[src/hw/rtl/hpwsm_pkg.sv]
`timescale 1ns / 1ps
// ----------------------------------------------------------------------------
// hpwsm_pkg
// Shared types, register indexes and saturation helpers for the heading PID
// wheel speed mixer.
// ----------------------------------------------------------------------------
package hpwsm_pkg;

  localparam int unsigned CfgIdxW  = 3;
  localparam int unsigned CfgDataW = 16;
  localparam int unsigned MulAW    = 33;
  localparam int unsigned MulBW    = 18;
  localparam int unsigned MulPW    = MulAW + MulBW;

  typedef enum logic [CfgIdxW-1:0] {
    REG_KP           = 3'd0,
    REG_KI           = 3'd1,
    REG_KD           = 3'd2,
    REG_BASE_SPEED   = 3'd3,
    REG_FORWARD_GAIN = 3'd4,
    REG_TURN_GAIN    = 3'd5
  } reg_idx_e;

  typedef enum logic [2:0] {
    ST_IDLE,
    ST_P,
    ST_I,
    ST_D,
    ST_F,
    ST_T,
    ST_W
  } seq_state_e;

  typedef enum logic [2:0] {
    MUL_KP_E,
    MUL_KI_E,
    MUL_KD_DE,
    MUL_BASE_FG,
    MUL_OMEGA_TG
  } mul_op_e;

  typedef struct packed {
    logic    in_ready;
    logic    mul_en;
    mul_op_e mul_op;
    logic    lat_p;
    logic    upd_int;
    logic    lat_omega;
    logic    lat_fwd;
    logic    lat_out;
  } ctrl_t;

  typedef struct packed {
    logic [15:0] kp;
    logic [15:0] ki;
    logic [15:0] kd;
    logic [7:0]  base_speed;
    logic [15:0] forward_gain;
    logic [15:0] turn_gain;
  } cfg_t;

  function automatic logic signed [31:0] sat32(input logic signed [33:0] v);
    logic signed [31:0] r;
    if (v > 34'sd2147483647) begin
      r = 32'sh7FFF_FFFF;
    end else if (v < -34'sd2147483648) begin
      r = 32'sh8000_0000;
    end else begin
      r = v[31:0];
    end
    return r;
  endfunction

  function automatic logic [7:0] wheel_level(input logic signed [MulPW-1:0] q20);
    logic [7:0] r;
    if (q20[MulPW-1]) begin
      r = 8'd0;
    end else if (|q20[MulPW-2:28]) begin
      r = 8'hFF;
    end else begin
      r = q20[27:20];
    end
    return r;
  endfunction

endpackage

[src/hw/rtl/hpwsm_regs.sv]
`timescale 1ns / 1ps
// ----------------------------------------------------------------------------
// hpwsm_regs
// Gain and speed setting registers written through the configuration channel.
// ----------------------------------------------------------------------------
module hpwsm_regs (
  input  logic                          clk_i,
  input  logic                          rst_ni,
  input  logic                          cfg_valid_i,
  output logic                          cfg_ready_o,
  input  logic [hpwsm_pkg::CfgIdxW-1:0]  cfg_index_i,
  input  logic [hpwsm_pkg::CfgDataW-1:0] cfg_data_i,
  output hpwsm_pkg::cfg_t               cfg_o
);
  import hpwsm_pkg::*;

  cfg_t cfg_q, cfg_d;

  assign cfg_ready_o = 1'b1;
  assign cfg_o       = cfg_q;

  always_comb begin
    cfg_d = cfg_q;
    if (cfg_valid_i) begin
      case (cfg_index_i)
        REG_KP:           cfg_d.kp           = cfg_data_i;
        REG_KI:           cfg_d.ki           = cfg_data_i;
        REG_KD:           cfg_d.kd           = cfg_data_i;
        REG_BASE_SPEED:   cfg_d.base_speed   = cfg_data_i[7:0];
        REG_FORWARD_GAIN: cfg_d.forward_gain = cfg_data_i;
        REG_TURN_GAIN:    cfg_d.turn_gain    = cfg_data_i;
        default:          cfg_d              = cfg_q;
      endcase
    end
  end

  always_ff @(posedge clk_i or negedge rst_ni) begin
    if (!rst_ni) begin
      cfg_q.kp           <= 16'd5140;
      cfg_q.ki           <= 16'd94;
      cfg_q.kd           <= 16'd225;
      cfg_q.base_speed   <= 8'd10;
      cfg_q.forward_gain <= 16'd6400;
      cfg_q.turn_gain    <= 16'd608;
    end else begin
      cfg_q <= cfg_d;
    end
  end

endmodule

[src/hw/rtl/hpwsm_mul.sv]
`timescale 1ns / 1ps
// ----------------------------------------------------------------------------
// hpwsm_mul
// Shared signed multiplier with a registered product.
// ----------------------------------------------------------------------------
module hpwsm_mul (
  input  logic                                clk_i,
  input  logic                                en_i,
  input  logic signed [hpwsm_pkg::MulAW-1:0]  a_i,
  input  logic signed [hpwsm_pkg::MulBW-1:0]  b_i,
  output logic signed [hpwsm_pkg::MulPW-1:0]  prod_o
);
  import hpwsm_pkg::*;

  logic signed [MulPW-1:0] prod_q, prod_d;

  always_comb begin
    prod_d = prod_q;
    if (en_i) begin
      prod_d = MulPW'(a_i) * MulPW'(b_i);
    end
  end

  always_ff @(posedge clk_i) begin
    prod_q <= prod_d;
  end

  assign prod_o = prod_q;

endmodule

[src/hw/rtl/hpwsm_seq.sv]
`timescale 1ns / 1ps
// ----------------------------------------------------------------------------
// hpwsm_seq
// Step sequencer that schedules the shared multiplier and the accumulate steps.
// ----------------------------------------------------------------------------
module hpwsm_seq (
  input  logic             clk_i,
  input  logic             rst_ni,
  input  logic             in_valid_i,
  input  logic             out_busy_i,
  output hpwsm_pkg::ctrl_t ctrl_o
);
  import hpwsm_pkg::*;

  seq_state_e state_q, state_d;

  always_comb begin
    state_d = state_q;
    case (state_q)
      ST_IDLE: if (in_valid_i) state_d = ST_P;
      ST_P:    state_d = ST_I;
      ST_I:    state_d = ST_D;
      ST_D:    state_d = ST_F;
      ST_F:    state_d = ST_T;
      ST_T:    state_d = ST_W;
      ST_W:    if (!out_busy_i) state_d = ST_IDLE;
      default: state_d = ST_IDLE;
    endcase
  end

  always_comb begin
    ctrl_o = '0;
    ctrl_o.mul_op = MUL_KP_E;
    case (state_q)
      ST_IDLE: ctrl_o.in_ready = 1'b1;
      ST_P: begin
        ctrl_o.mul_en = 1'b1;
        ctrl_o.mul_op = MUL_KP_E;
      end
      ST_I: begin
        ctrl_o.mul_en = 1'b1;
        ctrl_o.mul_op = MUL_KI_E;
        ctrl_o.lat_p  = 1'b1;
      end
      ST_D: begin
        ctrl_o.mul_en  = 1'b1;
        ctrl_o.mul_op  = MUL_KD_DE;
        ctrl_o.upd_int = 1'b1;
      end
      ST_F: begin
        ctrl_o.mul_en    = 1'b1;
        ctrl_o.mul_op    = MUL_BASE_FG;
        ctrl_o.lat_omega = 1'b1;
      end
      ST_T: begin
        ctrl_o.mul_en  = 1'b1;
        ctrl_o.mul_op  = MUL_OMEGA_TG;
        ctrl_o.lat_fwd = 1'b1;
      end
      ST_W:    ctrl_o.lat_out = !out_busy_i;
      default: ctrl_o = '0;
    endcase
  end

  always_ff @(posedge clk_i or negedge rst_ni) begin
    if (!rst_ni) begin
      state_q <= ST_IDLE;
    end else begin
      state_q <= state_d;
    end
  end

endmodule

[src/hw/rtl/heading_pid_wheel_speed_mixer_core.sv]
`timescale 1ns / 1ps
// ----------------------------------------------------------------------------
// heading_pid_wheel_speed_mixer_core
// Heading PID controller with differential-drive wheel speed mixing.
//
// Usage:
//   s_axis carries one control tick per transaction: target and measured
//   heading. m_axis returns one result per tick: left and right wheel levels
//   and the saturated turn rate. The cfg channel writes gains and speed
//   settings by register index; it is always ready. The user must see
//   that it is written only while idle; the block does not enforce this.
//   The sequencer steps one shared 33x18 multiplier through five products
//   (P, I, D, forward term, turn term), and the input is ready only while
//   the sequencer is idle. A held result sits in the output register; a new
//   tick may be accepted meanwhile, and its final step waits until the
//   receiver takes the previous result.
//   Reset restores the default gains and clears the integral, the previous
//   error and the output valid flag.
// ----------------------------------------------------------------------------
module heading_pid_wheel_speed_mixer_core (
  input  logic                          clk_i,
  input  logic                          rst_ni,
  input  logic                          s_axis_tvalid,
  output logic                          s_axis_tready,
  input  logic [31:0]                   s_axis_tdata,  // target_heading, measured_heading
  output logic                          m_axis_tvalid,
  input  logic                          m_axis_tready,
  output logic [47:0]                   m_axis_tdata,  // left_speed, right_speed, turn_rate
  input  logic                          cfg_valid_i,
  output logic                          cfg_ready_o,
  input  logic [hpwsm_pkg::CfgIdxW-1:0]  cfg_index_i,
  input  logic [hpwsm_pkg::CfgDataW-1:0] cfg_data_i
);
  import hpwsm_pkg::*;

  cfg_t  cfg;
  ctrl_t ctrl;

  logic signed [16:0] err_q, err_d, prev_q, prev_d;
  logic signed [17:0] derr_q, derr_d;
  logic signed [21:0] p_q, p_d;
  logic signed [31:0] int_q, int_d, omega_q, omega_d;
  logic [23:0]        fwd_q, fwd_d;
  logic               out_valid_q, out_valid_d;
  logic [47:0]        out_data_q, out_data_d;

  logic signed [MulAW-1:0] mul_a;
  logic signed [MulBW-1:0] mul_b;
  logic signed [MulPW-1:0] prod;
  logic signed [MulPW-1:0] fwd_q20, left_q20, right_q20;
  logic signed [33:0]      int_sum, omega_sum;
  logic                    in_fire;

  hpwsm_regs u_regs (
    .clk_i       (clk_i),
    .rst_ni      (rst_ni),
    .cfg_valid_i (cfg_valid_i),
    .cfg_ready_o (cfg_ready_o),
    .cfg_index_i (cfg_index_i),
    .cfg_data_i  (cfg_data_i),
    .cfg_o       (cfg)
  );

  hpwsm_seq u_seq (
    .clk_i      (clk_i),
    .rst_ni     (rst_ni),
    .in_valid_i (s_axis_tvalid),
    .out_busy_i (out_valid_q && !m_axis_tready),
    .ctrl_o     (ctrl)
  );

  always_comb begin
    case (ctrl.mul_op)
      MUL_KP_E: begin
        mul_a = $signed({17'd0, cfg.kp});
        mul_b = MulBW'(err_q);
      end
      MUL_KI_E: begin
        mul_a = $signed({17'd0, cfg.ki});
        mul_b = MulBW'(err_q);
      end
      MUL_KD_DE: begin
        mul_a = $signed({17'd0, cfg.kd});
        mul_b = derr_q;
      end
      MUL_BASE_FG: begin
        mul_a = $signed({25'd0, cfg.base_speed});
        mul_b = $signed({2'd0, cfg.forward_gain});
      end
      MUL_OMEGA_TG: begin
        mul_a = MulAW'(omega_q);
        mul_b = $signed({2'd0, cfg.turn_gain});
      end
      default: begin
        mul_a = '0;
        mul_b = '0;
      end
    endcase
  end

  hpwsm_mul u_mul (
    .clk_i  (clk_i),
    .en_i   (ctrl.mul_en),
    .a_i    (mul_a),
    .b_i    (mul_b),
    .prod_o (prod)
  );

  assign s_axis_tready = ctrl.in_ready;
  assign in_fire       = s_axis_tvalid && ctrl.in_ready;

  assign int_sum   = 34'(int_q) + 34'($signed(prod[33:12]));
  assign omega_sum = 34'(int_q) + 34'(p_q) + 34'($signed(prod[34:12]));
  assign fwd_q20   = $signed({15'd0, fwd_q, 12'd0});
  assign left_q20  = fwd_q20 - prod;
  assign right_q20 = fwd_q20 + prod;

  always_comb begin
    err_d       = err_q;
    derr_d      = derr_q;
    prev_d      = prev_q;
    p_d         = p_q;
    int_d       = int_q;
    omega_d     = omega_q;
    fwd_d       = fwd_q;
    out_valid_d = out_valid_q;
    out_data_d  = out_data_q;
    if (in_fire) begin
      err_d  = 17'($signed(s_axis_tdata[15:0])) - 17'($signed(s_axis_tdata[31:16]));
      derr_d = 18'(err_d) - 18'(prev_q);
      prev_d = err_d;
    end
    if (ctrl.lat_p)     p_d     = prod[33:12];
    if (ctrl.upd_int)   int_d   = sat32(int_sum);
    if (ctrl.lat_omega) omega_d = sat32(omega_sum);
    if (ctrl.lat_fwd)   fwd_d   = prod[23:0];
    if (out_valid_q && m_axis_tready) out_valid_d = 1'b0;
    if (ctrl.lat_out) begin
      out_valid_d = 1'b1;
      out_data_d  = {omega_q, wheel_level(right_q20), wheel_level(left_q20)};
    end
  end

  always_ff @(posedge clk_i or negedge rst_ni) begin
    if (!rst_ni) begin
      prev_q      <= '0;
      int_q       <= '0;
      out_valid_q <= 1'b0;
    end else begin
      prev_q      <= prev_d;
      int_q       <= int_d;
      out_valid_q <= out_valid_d;
    end
  end

  always_ff @(posedge clk_i) begin
    err_q      <= err_d;
    derr_q     <= derr_d;
    p_q        <= p_d;
    omega_q    <= omega_d;
    fwd_q      <= fwd_d;
    out_data_q <= out_data_d;
  end

  assign m_axis_tvalid = out_valid_q;
  assign m_axis_tdata  = out_data_q;

endmodule
[config.mk]
export PLATFORM = sky130hd
export DESIGN_NAME = heading_pid_wheel_speed_mixer_core
export DESIGN_NICKNAME = d
export VERILOG_FILES = /design/src/hw/rtl/hpwsm_pkg.sv /design/src/hw/rtl/hpwsm_regs.sv /design/src/hw/rtl/hpwsm_mul.sv /design/src/hw/rtl/hpwsm_seq.sv /design/src/hw/rtl/heading_pid_wheel_speed_mixer_core.sv
export SDC_FILE = /design/constraint.sdc
export NUM_CORES = 2
export LEC_CHECK = 0
export BUFFER_PORTS_ARGS = -buffer_cell sky130_fd_sc_hd__clkbuf_2
export CAP_MARGIN = 20
export CORE_ASPECT_RATIO = 1.25
export CORE_MARGIN = 2
export CORE_UTILIZATION = 33
export DETAILED_ROUTE_END_ITERATION = 8
export HOLD_SLACK_MARGIN = 0.06
export PLACE_DENSITY = 0.59
export SYNTH_ARGS = -nofsm -noshare
export SYNTH_HDL_FRONTEND = slang
export SYNTH_SLANG_ARGS = --single-unit
[constraint.sdc]
create_clock -name clk_i -period 24 [get_ports clk_i]
set_input_delay 4.8 -clock clk_i [delete_from_list [all_inputs] [get_ports clk_i]]
set_output_delay 4.8 -clock clk_i [all_outputs]
set_load 0.05 [all_outputs]
After elaboration in Yosys (flattened, before gate mapping)
Cells that the tools add are included.

storage, ports and cells
  flip-flop bits (word level) = 353
  input port bits = 56
  word-level logic and storage cells = 86

cells by class
  add/sub/neg operators = 7
  multipliers = 1
  $lt $le $gt $ge = 4
  eq/ne operators = 17
  multiplexer cells = 19
  reductions and logical operators = 19

operators with widths
  cell                    count
  $pmux W33 S5            1
  $mux W32                3
  $pmux W18 S4            1
  $add A32 B22 Y33        2
  $add A37 B51 Y51        1
  $mul A33 B18 Y51        1
  $sub A37 B51 Y51        1
  $reduce_or A22 Y1       2
  $add A33 B23 Y34        1
  $gt A34 B32 Y1 const B  1
  $lt A34 B32 Y1 const B  1
  $gt A33 B32 Y1 const B  1
  $lt A33 B32 Y1 const B  1
  $pmux W3 S7             1
  $pmux W4 S5             1
  $eq A3 B2 Y1 const B    6
  $eq A3 B3 Y1 const B    6
  $sub A17 B17 Y18        1
  $sub A16 B16 Y17        1
  $mux W8                 2
  $reduce_and A2 Y1       7
  $eq A3 B1 Y1 const B    3
  $logic_not A3 Y1        3
  $mux W1                 8
  6 further kinds         11

Logic depth before layout (Yosys ltp)
  word-level depth = 6
  mapped depth = 32
  gate-level depth less buffers = 29

By module
From an unflattened synthesis, not the netlist that was laid out.

second synthesis, totals
  cell total of the unflattened synthesis = 4,304
  area total of the unflattened synthesis = 42,245.5 um^2

by module, submodules not included
  module                              times used  cells each  area each (um^2)  seq. area each (um^2)
  hpwsm_mul                           1           2,361       21,922.3          1,531.5
  heading_pid_wheel_speed_mixer_core  1           1,718       16,623.4          6,085.8
  hpwsm_regs                          1           193         3,410.8           2,228.4
  hpwsm_seq                           1           32          289.0             75.1

Least setup slack after synthesis
OpenSTA, ideal clock, no wires.

  kind = input to register
  start = in m_axis_tready
  end = reg out_data_q[0] (netlist: m_axis_tdata[0]) (enable)
  library setup time = 523 ps
  data arrival time = 8,495 ps
  data required time = 23,477 ps
  setup slack = 14,982 ps
  stages on the path = 2
  buffers on the path = 0
  path through = nand2b_1 nor3b_1

on the way
  word-level cells in the longest chain between the ends = 4

ends and longest elaborated chain
  item                  RTL line                                   source
  from (decl)           heading_pid_wheel_speed_mixer_core.sv:27   input logic m_axis_tready,
  $logic_not A1 Y1      heading_pid_wheel_speed_mixer_core.sv:68   .out_busy_i (out_valid_q && !m_axis_tready),
  $logic_and A1 B1 Y1   heading_pid_wheel_speed_mixer_core.sv:68
  $logic_not A1 Y1      hpwsm_seq.sv:60                            ST_W: ctrl_o.lat_out = !out_busy_i;
  $mux W1               hpwsm_seq.sv:34                            case (state_q)
  to (signal assigned)  heading_pid_wheel_speed_mixer_core.sv:162  out_data_q <= out_data_d;
  to (decl)             heading_pid_wheel_speed_mixer_core.sv:45   logic [47:0] out_data_q, out_data_d;

Every way passes these cells.
A chain may end at the register's enable or synchronous reset.

Worst setup path after layout
  start = reg u_seq.state_q[2]
  end = reg u_mul.prod_q[46] (netlist: u_mul.prod_o[46]) (data pin)

on the way
  word-level cells in the longest chain between the ends = 6
  elaborated cells on any way between the ends = 15
  classes of those cells = mul: 1; eq/ne: 9; mux: 3; reduce/logical: 2

ends and longest elaborated chain
  item                                              RTL line                                  source
  from (decl)                                       hpwsm_seq.sv:15                           seq_state_e state_q, state_d;
  from (signal assigned)                            hpwsm_seq.sv:69                           state_q <= state_d;
  $eq A3 B3 Y1, or another cell as far along        hpwsm_seq.sv:34
  $pmux W4 S5 *                                     hpwsm_seq.sv:34
  $eq A3 B1 Y1 or $logic_not A3 Y1 (tied branches)  heading_pid_wheel_speed_mixer_core.sv:73  case (ctrl.mul_op)
  $reduce_or A2 Y1 (no line)                        --
  $pmux W18 S4                                      heading_pid_wheel_speed_mixer_core.sv:73
  $mul A33 B18 Y51 *                                hpwsm_mul.sv:20                           prod_d = MulPW'(a_i) * MulPW'(b_i);
  to (signal assigned)                              hpwsm_mul.sv:25                           prod_q <= prod_d;
  to (decl)                                         hpwsm_mul.sv:15                           logic signed [MulPW-1:0] prod_q, prod_d;

Every way passes the cells marked *; elsewhere a longest branch is shown, timed or not.

==> implementation parameters <==
Parameter                              Value

Timing
  Worst Max-Slew Pin Slew    1.09 ns
  Final-report max-slew violation count    0
  Setup slack after layout    14.01 ns
  Final Cycle Share    41.6%
  Fin. Hold Viols    0
  Time the final worst path needs with I/O delays and setup    9.99 ns
  Worst clock skew on the final layout    0.0313 ns
  Peak clock frequency supported by timing    100 MHz
  Unrepaired setup endpoints after global routing    false
  Final setup violation count    0
  Setup TNS    0 ns
  Max-Slew Margin vs Limit    27.2%

Cells and area
  Area occupied by registers    0.00993 mm2
  Layout overhead on the synthesized area    9.33%
  Number of standard cells in the final layout excluding fillers    6,135
  Ratio of cells with drive above 1 in the final layout    9.55%
  NumNets Final    5,314
  Leading cell types in the layout, fill and taps excluded    sky130_fd_sc_hd__inv_1, sky130_fd_sc_hd__fa_1, sky130_fd_sc_hd__nand2_1, sky130_fd_sc_hd__nor2_1, sky130_fd_sc_hd__ha_1
  Area used by multi-input combinational logic    0.0285 mm2
  Filler cell count    12,900
  Leading cell type in the layout, fill and taps excluded    sky130_fd_sc_hd__inv_1
  Finished Core Util    36.3%

Routing
  DRC    0
  Vias post-DR    30,500
  Remaining number of nets flagged by the antenna check after routing    0
  Router iterations before antenna repair    5
  Detailed-route wire length    120,000 um
  Via density per instance    4.98
  Number of DRC violations after detailed-routing iteration 0    2,003
  Wire length per cell    19.5 um

Placement
  Placed wire-length estimate    96,200 um
  PortBufs    105
  Number of placed cells counting well taps    6,052
  Final Wtd Congestion    0.915
  Post-placement setup slack    14.01 ns

Synthesis
  Leading register cell type out of synthesis    sky130_fd_sc_hd__edfxtp_1
  Avg Cell Area, Syn    9.62 um2
  Number of different library cells in the post-synthesis netlist    103
  Total of warnings raised by yosys    0
  Number of enable flip-flop cells after synthesis    212
  Combined area of all synthesized cells    0.0419 mm2
  Sequential cell area fraction in the yosys report    23.7%
  Post-synthesis sequential element count    353
  Mapped Cells    4,360
  Fraction of synthesis flops using an asynchronous set or reset pin    39.9%

Global route
  Maximum number of pins on one net before global-route repair    88
  Aggregate global-route resource usage    18.7%
  Vias in the first global route    32,000
  Total congestion overflow    0
  Initial antenna violation count    2
  Wire length of the first global-routing pass    187,000 um

Worst setup path
  Slowest CP cell    sky130_fd_sc_hd__and2_2
  Start-to-end type of the worst setup path    reg -> reg
  Startpoint type of the worst setup path    register
  Data required, critical path    24.32 ns
  Biggest cell delay along the critical path    0.82 ns
  Largest driver fanout on the critical path    44
  Critical Path Most Common Cell    sky130_fd_sc_hd__fa_1
  CP endpoint kind    register
  Worst-case register-to-register setup slack    14.01 ns
  Arrival time at the worst endpoint    10.31 ns

Clocking
  TritonCTS clock tree    built
  H-tree Lvls    2
  Clock insertion delay at the later pin of the skew report    0.60 ns
  Clock-pin slew of the registers on the worst-case setup and hold paths    0.06 ns
  CTS Hold Bufs    0
  Total CTS buffers    43
  Root Buffer Master    sky130_fd_sc_hd__clkbuf_16
  Post-CTS setup buffer count    0
  Number of gates resized after cts    0
  Buffer levels on the longest clock path    3
  Clock Sinks    353

Floorplan
  Die extent in x    323 um
  Site row count    146
  Total die area    0.130 mm2
  Area of the core    0.126 mm2
  Starting Density    33.2%
  Io pins    107
  Die extent in y    403 um

Min path
  Type of the tightest min-delay check    reg -> reg

Outcome
  Result of the run    finished clean

Run
  MaxCap Viol Count    0
[logic make-up (layout without fill, tap and decap cells)]
logic type      Yosys count  in the layout  share of synthesized area (%)
flops                   353            353                           23.7
xor+xnor                148            148                           3.09
fa+ha+maj               861            861                           36.3
mux                     158            158                           4.08
simple gates           1179           1179                           12.7
buf+inv                 965           1020                           8.79
compound gates          694            694                           11.3
other cells               2             20                         0.0179
[per-stage QoR]
stage                     instance area [um2]  hold WS [ns]
after floorplan                         42000         0.426
after global placement                  44300         0.434
after detailed placement                44400         0.443
after CTS                               45800         0.461
after global routing                    45800         0.475
final                                   45800         0.458
[state kept, by name (all words and copies together), names as in the netlist]
name,cells
p_q,22
u_mul.prod_o,51
m_axis_tvalid,1
u_seq.state_q,3
err_q,17
omega_q,32
prev_q,17
fwd_q,24
derr_q,18
u_regs.cfg_o,88
m_axis_tdata,48
int_q,32
[critical path, delay by kind of cell (launching register included)]
| kind | cells | cell delay [ns] |
|---|---|---|
| compound gates | 9 | 3.17 |
| xor+xnor | 1 | 0.17 |
| fa+ha+maj | 7 | 3.04 |
| buf+inv | 8 | 1.70 |
| flops | 1 | 0.34 |
| simple gates | 3 | 1.24 |
[Yosys cell counts, types with 55 or more instances]
cell type	instances	area, um2
sky130_fd_sc_hd__a21oi_1	188	941
sky130_fd_sc_hd__mux2i_1	55	551
sky130_fd_sc_hd__edfxtp_1	212	6370
sky130_fd_sc_hd__xnor2_1	100	876
sky130_fd_sc_hd__nand2b_1	68	425
sky130_fd_sc_hd__inv_1	796	2990
sky130_fd_sc_hd__clkbuf_1	126	473
sky130_fd_sc_hd__dfrtp_1	120	3000
sky130_fd_sc_hd__ha_1	267	3340
sky130_fd_sc_hd__a21o_1	92	691
sky130_fd_sc_hd__fa_1	594	11900
sky130_fd_sc_hd__nand2_1	417	1570
sky130_fd_sc_hd__o21ai_0	112	561
sky130_fd_sc_hd__nor2_1	393	1480
sky130_fd_sc_hd__mux2_2	103	1160
[final cells by class]
type | count | share of cell area (%)
clock inverters | 18 | 0.437
clock buffers | 60 | 2.71
repair buffers | 145 | 1.85
inverters | 797 | 6.53
well taps | 1702 | 4.64
multi-input cells | 3057 | 62.2
flip-flops and latches | 353 | 21.7
diodes | 3 | 0.0164
[path summary, 6_finish.rpt]
| check | startpoint | end | depth (start not counted) |
|---|---|---|---|
| min | u_mul.prod_o[3] | fwd_q[3] | 0 |
| min reg2reg | u_mul.prod_o[3] | fwd_q[3] | 0 |
| min in group asynchronous | rst_ni | u_regs.cfg_o[1] | 1 |
| max in group asynchronous | rst_ni | int_q[6] | 2 |
| max reg2reg | u_seq.state_q[2] | u_mul.prod_o[46] | 28 |
| max | u_seq.state_q[2] | u_mul.prod_o[46] | 28 |
[routing by layer]
layer	vias up	track usage (%)	share of wire, %
met5	-	0	0
met2	792	32.5	49
met3	205	2.22	4.7
met4	0	7.17	4.2
met1	15400	23.7	42
li1	14200	-	-
Power is left out: the tool's default activity adds up to more than one toggle a clock period on the data nets, which glitch-free logic cannot reach.
